<file path="src/sv/bfb_pkg.sv">
// Shared types and constants of the page frame buffer with line drawing.
package bfb_pkg;

  localparam int COLUMNS_DEF = 128;
  localparam int PAGES_DEF   = 8;
  localparam int ROWS_PER_PAGE = 8;
  localparam int EPS_W       = 11;

  localparam logic [1:0] ACT_DRAW  = 2'd0;
  localparam logic [1:0] ACT_CLEAR = 2'd1;
  localparam logic [1:0] ACT_READ  = 2'd2;

  typedef enum logic [2:0] {
    ST_CLEAR,
    ST_IDLE,
    ST_PLOT_RD,
    ST_PLOT_WR,
    ST_FINISH
  } state_t;

  typedef enum logic [1:0] {
    LM_VERT,
    LM_HORIZ,
    LM_XMAJ,
    LM_YMAJ
  } line_mode_t;

  typedef struct packed {
    logic load;
    logic step;
  } walk_ctl_t;

  typedef struct packed {
    logic [7:0] x;
    logic [7:0] y;
    logic       last;
  } pix_t;

endpackage

</file>
<file path="src/sv/bfb_line_walker.sv">
// Line walker: steps through the pixels of a line, one pixel per step.
module bfb_line_walker
  import bfb_pkg::*;
(
  input  logic       clk,
  input  walk_ctl_t  ctl,
  input  logic [7:0] x_start,
  input  logic [7:0] y_start,
  input  logic [7:0] x_end,
  input  logic [7:0] y_end,
  output pix_t       pix
);

  line_mode_t               mode;
  logic [7:0]               x_cur, y_cur, x_lim, y_lim;
  logic [7:0]               maj_d, min_d;
  logic                     x_neg, y_neg;
  logic signed [EPS_W-1:0]  eps;

  logic [7:0]               x_step, y_step;
  logic signed [EPS_W-1:0]  eps_sum;
  logic                     minor_move;
  logic [7:0]               dx, dy;
  logic                     is_vert, is_horiz;

  assign x_step     = x_neg ? x_cur - 8'd1 : x_cur + 8'd1;
  assign y_step     = y_neg ? y_cur - 8'd1 : y_cur + 8'd1;
  assign eps_sum    = eps + $signed({3'd0, min_d});
  assign minor_move = $signed({eps_sum, 1'b0}) >= $signed({4'd0, maj_d});

  assign dx       = (x_end >= x_start) ? x_end - x_start : x_start - x_end;
  assign dy       = (y_end >= y_start) ? y_end - y_start : y_start - y_end;
  assign is_vert  = (x_start == x_end);
  assign is_horiz = !is_vert && (y_start == y_end);

  always_comb begin
    pix.x = x_cur;
    pix.y = y_cur;
    case (mode)
      LM_VERT:  pix.last = (y_cur == y_lim);
      LM_HORIZ: pix.last = (x_cur == x_lim);
      LM_XMAJ:  pix.last = (x_step == x_lim);
      LM_YMAJ:  pix.last = (y_step == y_lim);
      default:  pix.last = 1'b1;
    endcase
  end

  always_ff @(posedge clk) begin
    if (ctl.load) begin
      x_neg <= (x_end < x_start);
      y_neg <= (y_end < y_start);
      eps   <= '0;
      x_lim <= x_end;
      y_lim <= y_end;
      x_cur <= x_start;
      y_cur <= y_start;
      if (is_vert) begin
        mode  <= LM_VERT;
        y_cur <= (y_start < y_end) ? y_start : y_end;
        y_lim <= (y_start < y_end) ? y_end : y_start;
      end else if (is_horiz) begin
        mode  <= LM_HORIZ;
        x_cur <= (x_start < x_end) ? x_start : x_end;
        x_lim <= (x_start < x_end) ? x_end : x_start;
      end else if (dx > dy) begin
        mode  <= LM_XMAJ;
        maj_d <= dx;
        min_d <= dy;
      end else begin
        mode  <= LM_YMAJ;
        maj_d <= dy;
        min_d <= dx;
      end
    end else if (ctl.step) begin
      case (mode)
        LM_VERT:  y_cur <= y_cur + 8'd1;
        LM_HORIZ: x_cur <= x_cur + 8'd1;
        LM_XMAJ: begin
          x_cur <= x_step;
          if (minor_move) begin
            y_cur <= y_step;
            eps   <= eps_sum - $signed({3'd0, maj_d});
          end else begin
            eps   <= eps_sum;
          end
        end
        LM_YMAJ: begin
          y_cur <= y_step;
          if (minor_move) begin
            x_cur <= x_step;
            eps   <= eps_sum - $signed({3'd0, maj_d});
          end else begin
            eps   <= eps_sum;
          end
        end
        default: ;
      endcase
    end
  end

endmodule

</file>
<file path="config.mk">
export PLATFORM = sky130hd
export DESIGN_NAME = bfb_line_walker
export DESIGN_NICKNAME = d
export VERILOG_FILES = /design/src/sv/bfb_pkg.sv /design/src/sv/bfb_line_walker.sv
export SDC_FILE = /design/constraint.sdc
export NUM_CORES = 1
export LEC_CHECK = 0
export BUFFER_PORTS_ARGS = -buffer_cell sky130_fd_sc_hd__buf_2
export CAP_MARGIN = 30
export CORE_MARGIN = 1.5
export CORE_UTILIZATION = 56
export CTS_CLUSTER_SIZE = 10
export DETAILED_ROUTE_END_ITERATION = 7
export HOLD_SLACK_MARGIN = 0.05
export PLACE_DENSITY = 0.77
export SLEW_MARGIN = 20
export SYNTH_ARGS = -nofsm -noshare
export SYNTH_HDL_FRONTEND = slang
export SYNTH_SLANG_ARGS = --single-unit
</file>
<file path="constraint.sdc">
create_clock -name clk -period 4.85 [get_ports clk]
set_input_delay 0.7275 -clock clk [delete_from_list [all_inputs] [get_ports clk]]
set_output_delay 0.7275 -clock clk [all_outputs]
set_load 0.05 [all_outputs]
</file>
## Word-level counts from Yosys, hierarchy flattened

Cells that the tools add are included.

- Output and inout port bits: 17
- Logic and storage cells: 82
- Register bits after elaboration: 63

- $add $sub $neg: 10
- Reductions and logical operators: 12
- Eq/ne operators: 11
- Mux-type cells: 28
- $lt $le $gt $ge: 8
- Bitwise gates (word level): 2

Operators with widths:

| kind | number |
|---|---|
| 8-bit 2-to-1 mux | 22 |
| 8-bit equality test | 6 |
| 8-bit case mux with 3 select lines | 2 |
| 8-bit < comparator | 4 |
| 8-bit subtractor | 4 |
| 8-bit by 1-bit adder with 8-bit output (second input constant) | 2 |
| 8-bit greater-or-equal comparator | 2 |
| 8-bit by 1-bit subtractor with 8-bit output (second input constant) | 2 |
| 12-bit by 9-bit greater-or-equal comparator with 1-bit output | 1 |
| 11-bit by 9-bit adder with 11-bit output | 1 |
| 11-bit 2-to-1 mux | 1 |
| 11-bit by 9-bit subtractor with 11-bit output | 1 |
| 3-bit AND reduction | 3 |
| 8-bit > comparator | 1 |
| 4-bit nonzero test | 2 |
| 3-bit != test (second input constant) | 2 |
| 2-bit equality test (second input constant) | 2 |
| 1-bit case mux with 4 select lines | 1 |
| 2-bit OR reduction | 2 |
| 2-bit by 1-bit equality test with 1-bit output (second input constant) | 1 |
| 2-bit logical NOT | 1 |
| 1-bit 2-to-1 mux | 2 |
| 1-bit NOT | 2 |
| 2-bit AND reduction | 1 |
| other kinds (3) | 3 |

## Longest topological paths before layout

- Depth in word-level cells: 6
- Depth in mapped cells: 19
- Gate-level depth less buffers: 18

## Least setup slack after synthesis

Ideal clock, no wire load.

- Kind: input port to flip-flop
- From: input port x_start[5]
- To: register maj_d[0], data pin
- Library setup time: 0.277 ns
- Setup slack: 0.085 ns
- Data required time: 4.573 ns
- Arrival time: 4.488 ns
- Stages on the path: 17
- Path through: inv_1 > ha_1 > clkbuf_1 > a21o_1 > a221o_1 > a21oi_1 > mux2_2 > nand4b_1 > a21oi_1 > xor2_1 > inv_1 > ha_1 > nand3_1 > o21bai_1 > a21oi_1 > clkbuf_1 > mux2i_1

- Cells in the longest elaborated chain, start to end: 4
- Elaborated cells on any way between the ends: 6
- Those cells by class: 2 x add/sub; 2 x order compare; 2 x mux

Ends and longest elaborated chain:

| what | RTL line | RTL |
|---|---|---|
| start: declaration | bfb_line_walker.sv:7 | `input logic [7:0] x_start,` |
| 8-bit subtractor or 8-bit greater-or-equal comparator (tied branches) | bfb_line_walker.sv:31 | `assign dx = (x_end >= x_start) ? x_end - x_start : x_start - x_end;` |
| 8-bit 2-to-1 mux (*) | bfb_line_walker.sv:31 |  |
| 8-bit > comparator | bfb_line_walker.sv:65 | `end else if (dx > dy) begin` |
| 8-bit 2-to-1 mux (*) | bfb_line_walker.sv:65 |  |
| end signal: assignment | bfb_line_walker.sv:71 | `maj_d <= dy;` |
| end: declaration | bfb_line_walker.sv:16 | `logic [7:0] maj_d, min_d;` |

Mark *: on every way between the ends. The rest lies on a longest branch, timed or not.
A chain may end at the register's enable or synchronous reset.

## Worst setup path after layout

- From: input port x_start[5]
- To: register min_d[1], data pin

- Cells in the longest elaborated chain, start to end: 4
- Elaborated cells on any way between the ends: 6
- Those cells by class: 2 x add/sub; 2 x order compare; 2 x mux

Ends and longest elaborated chain:

| what | RTL line | RTL |
|---|---|---|
| 8-bit subtractor or 8-bit greater-or-equal comparator (tied branches) | bfb_line_walker.sv:31 |  |
| 8-bit 2-to-1 mux (*) | bfb_line_walker.sv:31 |  |
| 8-bit > comparator | bfb_line_walker.sv:65 |  |
| 8-bit 2-to-1 mux (*) | bfb_line_walker.sv:65 |  |
| end signal: assignment | bfb_line_walker.sv:68 | `min_d <= dy;` |
| end: declaration | bfb_line_walker.sv:16 |  |

Marks and branches as above.

==> results.cfg <==
[run_status]
status = completed

[clock_network]
cts_tree = done
clock_latency_ns = 0.33
cts-resized-gates = 0
path_clk_slew_ns = 0.05
cts.sink_count = 63
clockRootBuffer = clkbuf_16
cts-hold-fix-buffers = 0
cts_buffer_depth = 2
post_cts_buffers = 0
htreeDepth = 3
cts_buffers = 9

[floorplan]
rows = 38
die_h_um = 110
core-area_mm2 = 0.0109
pin_count = 52
die-area_mm2 = 0.0120
initial_core_util_pct = 58.2
die_w_um = 110

[global_route]
grt_start_max_net_pins = 37
grt_overflow = 0
grt_first_pass_wirelength_mm = 25.8
grt.total_usage_pct = 27.6
grt_pass1_vias = 5391
antenna_found_initial = 0

[power]
p_seq_share_pct = 22.4
comb_power_share_pct = 61.1
power_frac_clock_pct = 16.5
ir_worst_vdd_mv = 0.375
p_switching_uw = 1900
internal-power_uw = 2230
switching_share_pct = 46.0
power_density_mw_per_mm2 = 586
p_leak_uw = 0.00317

[worst_hold_path]
hold_path_class = reg2reg
min_from = eps[2]
worstHoldPathCells = 2
worstHoldEndpoint = eps[2]

[timing]
rsz0062_at_grt = no
fin_ws_ns = 0.455
tightest_slew_ns = 0.768
clock_skew_ns = 0.00525
tns_ns = 0
post-route-min-period_ns = 4.39
fin_crit_sh_pct = 90.6
slew_headroom_pct = 48.4
drv_slew = 0
fmax_mhz = 228
setup_viol = 0
finalHoldViolations = 0

[critical_path]
critPathKind = in2reg
cp-end-kind = register
r2r_cells = 11
r2r-start = min_d[1]
crit_path_start_kind = primary input
crit_fanout = 15
rr_endpoint = y_cur[3]
cp.arrival_ns = 4.45
crit_required_ns = 4.91
reg2reg_slack_ns = 0.49

[logic_synthesis]
synth-seq-cells = 63
yosysTopAreaCell = edfxtp_1
synth.yosys.seq_area_share_pct = 28.0
synth-edff-count = 52
synth.cell_area_mm2 = 0.00636
synth_top_flop_cell = edfxtp_1
synth_top_area_share_pct = 24.5
postSynthCellCount = 755
synthesis.nets = 866
yosysWarnings = 0
yosysUniqueCellTypes = 56
synth-async-reset-ratio_pct = 0
yosys-top-cells-area = edfxtp_1 (25%), ha_1 (14%), xnor2_1 (6.1%)
syn_avg_cell_area_um2 = 8.43

[final_layout]
utilization_pct = 64.4
drive_gt1_share_pct = 11.0
final_nets = 901
final.fill_count = 922
area_delta_synth_final_pct = 10.7
insertedDiodeCount = 0

[drt]
vias = 5631
remaining_drc_errors = 0
firstDrtPassIters = 5
routedWlPerCell_um = 17.0
viasPerCell = 6.03
finalWirelength_mm = 15.9
ant_nets = 0
drt-initial-drc-count = 545

[placed_design]
dp_slack_ns = 0.165
numPortBuffers = 51
dp_hpwl_mm = 12.3
gp_congestion = 0.907

[job]
maxCapViolations = 0
## layout make-up
class	count	area (µm²)	share of cell area (%)
Timing Repair Buffer	58	308	4.37
Tap cell	140	175	2.49
Sequential cell	63	1780	25.3
Multi-Input combinational cell	590	4210	59.8
Clock buffer	9	225	3.20
Inverter	68	255	3.62
Clock inverter	6	86.3	1.23
## synthesized netlist by cell type (4+ instances only)
cell type and n:
o21ai_0 54, nand2b_1 7, a21o_1 16, o22ai_1 4, nand2_1 48, a211oi_1 9, a21oi_1 66, or3_1 5
clkbuf_1 30, mux2_2 4, a221oi_1 4, ha_1 70, dfxtp_1 11, nand3_1 14, nor3b_1 4, nor3_1 18
fa_1 6, o21a_1 7, edfxtp_1 52, xnor2_1 44, o211ai_1 6, nor2b_1 13, inv_1 68, or2_2 5
nor2_1 64, nand4_1 7, and2_1 8, o21bai_1 5, o21ai_1 4, xor2_1 23, and3_1 8, mux2i_1 33
## critical path, cell delays in order
cell and delay (ns):
buf_2 0.10, inv_1 0.05, ha_1 0.40, a21o_1 0.22, a221o_1 0.40, a21oi_1 0.21, mux2_2 0.39, nand4b_1 0.18
a21oi_1 0.18, xor2_1 0.34, inv_1 0.08, ha_1 0.31, nand3_1 0.10, o21bai_1 0.19, a21oi_2 0.19, buf_4 0.25
mux2i_1 0.10
## metal layers
| metal | global-route usage (%) | part of all wire (%) | wire length (µm) | up-vias |
|---|---|---|---|---|
| met5 | 0 | 0 | 0 | - |
| met4 | 10.3 | 2.8 | 442 | 0 |
| met3 | 5.22 | 5.2 | 818 | 44 |
| met2 | 45.4 | 47 | 7480 | 166 |
| met1 | 36.0 | 45 | 7140 | 2678 |
| li1 | - | - | - | 2743 |
## stage by stage
stage,cell area (µm²),hold WS [ns],power [µW],instances
floorplan,6360,0.440,2840,755
global placement,6730,0.455,3280,919
detailed placement,6730,0.468,3380,919
CTS,7040,0.477,4080,934
global route,7040,0.516,4440,934
finish,7040,0.480,4130,934
## how the worst max path moves through the flow
stage               startpoint        to  slack [ns]  cells past startpoint
floorplan           x_start[5]  maj_d[0]        0.08                     17
global placement    x_start[5]  min_d[1]        0.32                     17
detailed placement  x_start[5]  min_d[1]        0.16                     17
CTS                 x_start[5]  min_d[1]        0.51                     17
global route          min_d[1]  y_cur[4]        0.23                     11
finish              x_start[5]  min_d[1]        0.46                     17
## layout by cell type (no fill, tap or decap), types with 9 or more instances in the layout
| master | n |
|---|---|
| ha_1 | 70 |
| inv_1 | 68 |
| a21oi_1 | 65 |
| nor2_1 | 64 |
| o21ai_0 | 54 |
| edfxtp_1 | 52 |
| buf_2 | 51 |
| nand2_1 | 48 |
| xnor2_1 | 44 |
| mux2i_1 | 33 |
| xor2_1 | 23 |
| nor3_1 | 18 |
| a21o_1 | 16 |
| nand3_1 | 14 |
| nor2b_1 | 13 |
| dfxtp_1 | 11 |
| clkbuf_16 | 9 |
## cells by family after synthesis
family                   Yosys count  share of synthesized area [%]
AND/OR/NAND/NOR                  210                           15.9
XOR/XNOR                          67                           9.22
adder cells (fa/ha/maj)           76                           15.7
multiplexers                      38                           6.08
flip-flops                        63                           28.0
AO/OA/AOI/OAI                    199                           19.1
buffers and inverters            102                           6.08
## sequential cells by signal, summed over array words and instances, names as in the netlist
| signal | count |
|---|---|
| eps | 11 |
| maj_d | 8 |
| min_d | 8 |
| mode | 2 |
| x_cur | 8 |
| x_lim | 8 |
| x_neg | 1 |
| y_cur | 8 |
| y_lim | 8 |
| y_neg | 1 |
## power groups by stage
stage | combinational (µW) | sequential [µW] | clock [µW]
floorplan | 1860 | 985 | 0
finish | 2520 | 926 | 681
CTS | 2480 | 921 | 684
global placement | 2350 | 926 | 0
detailed placement | 2450 | 931 | 0
global route | 2790 | 938 | 707
(Power assumes the default switching activity.)
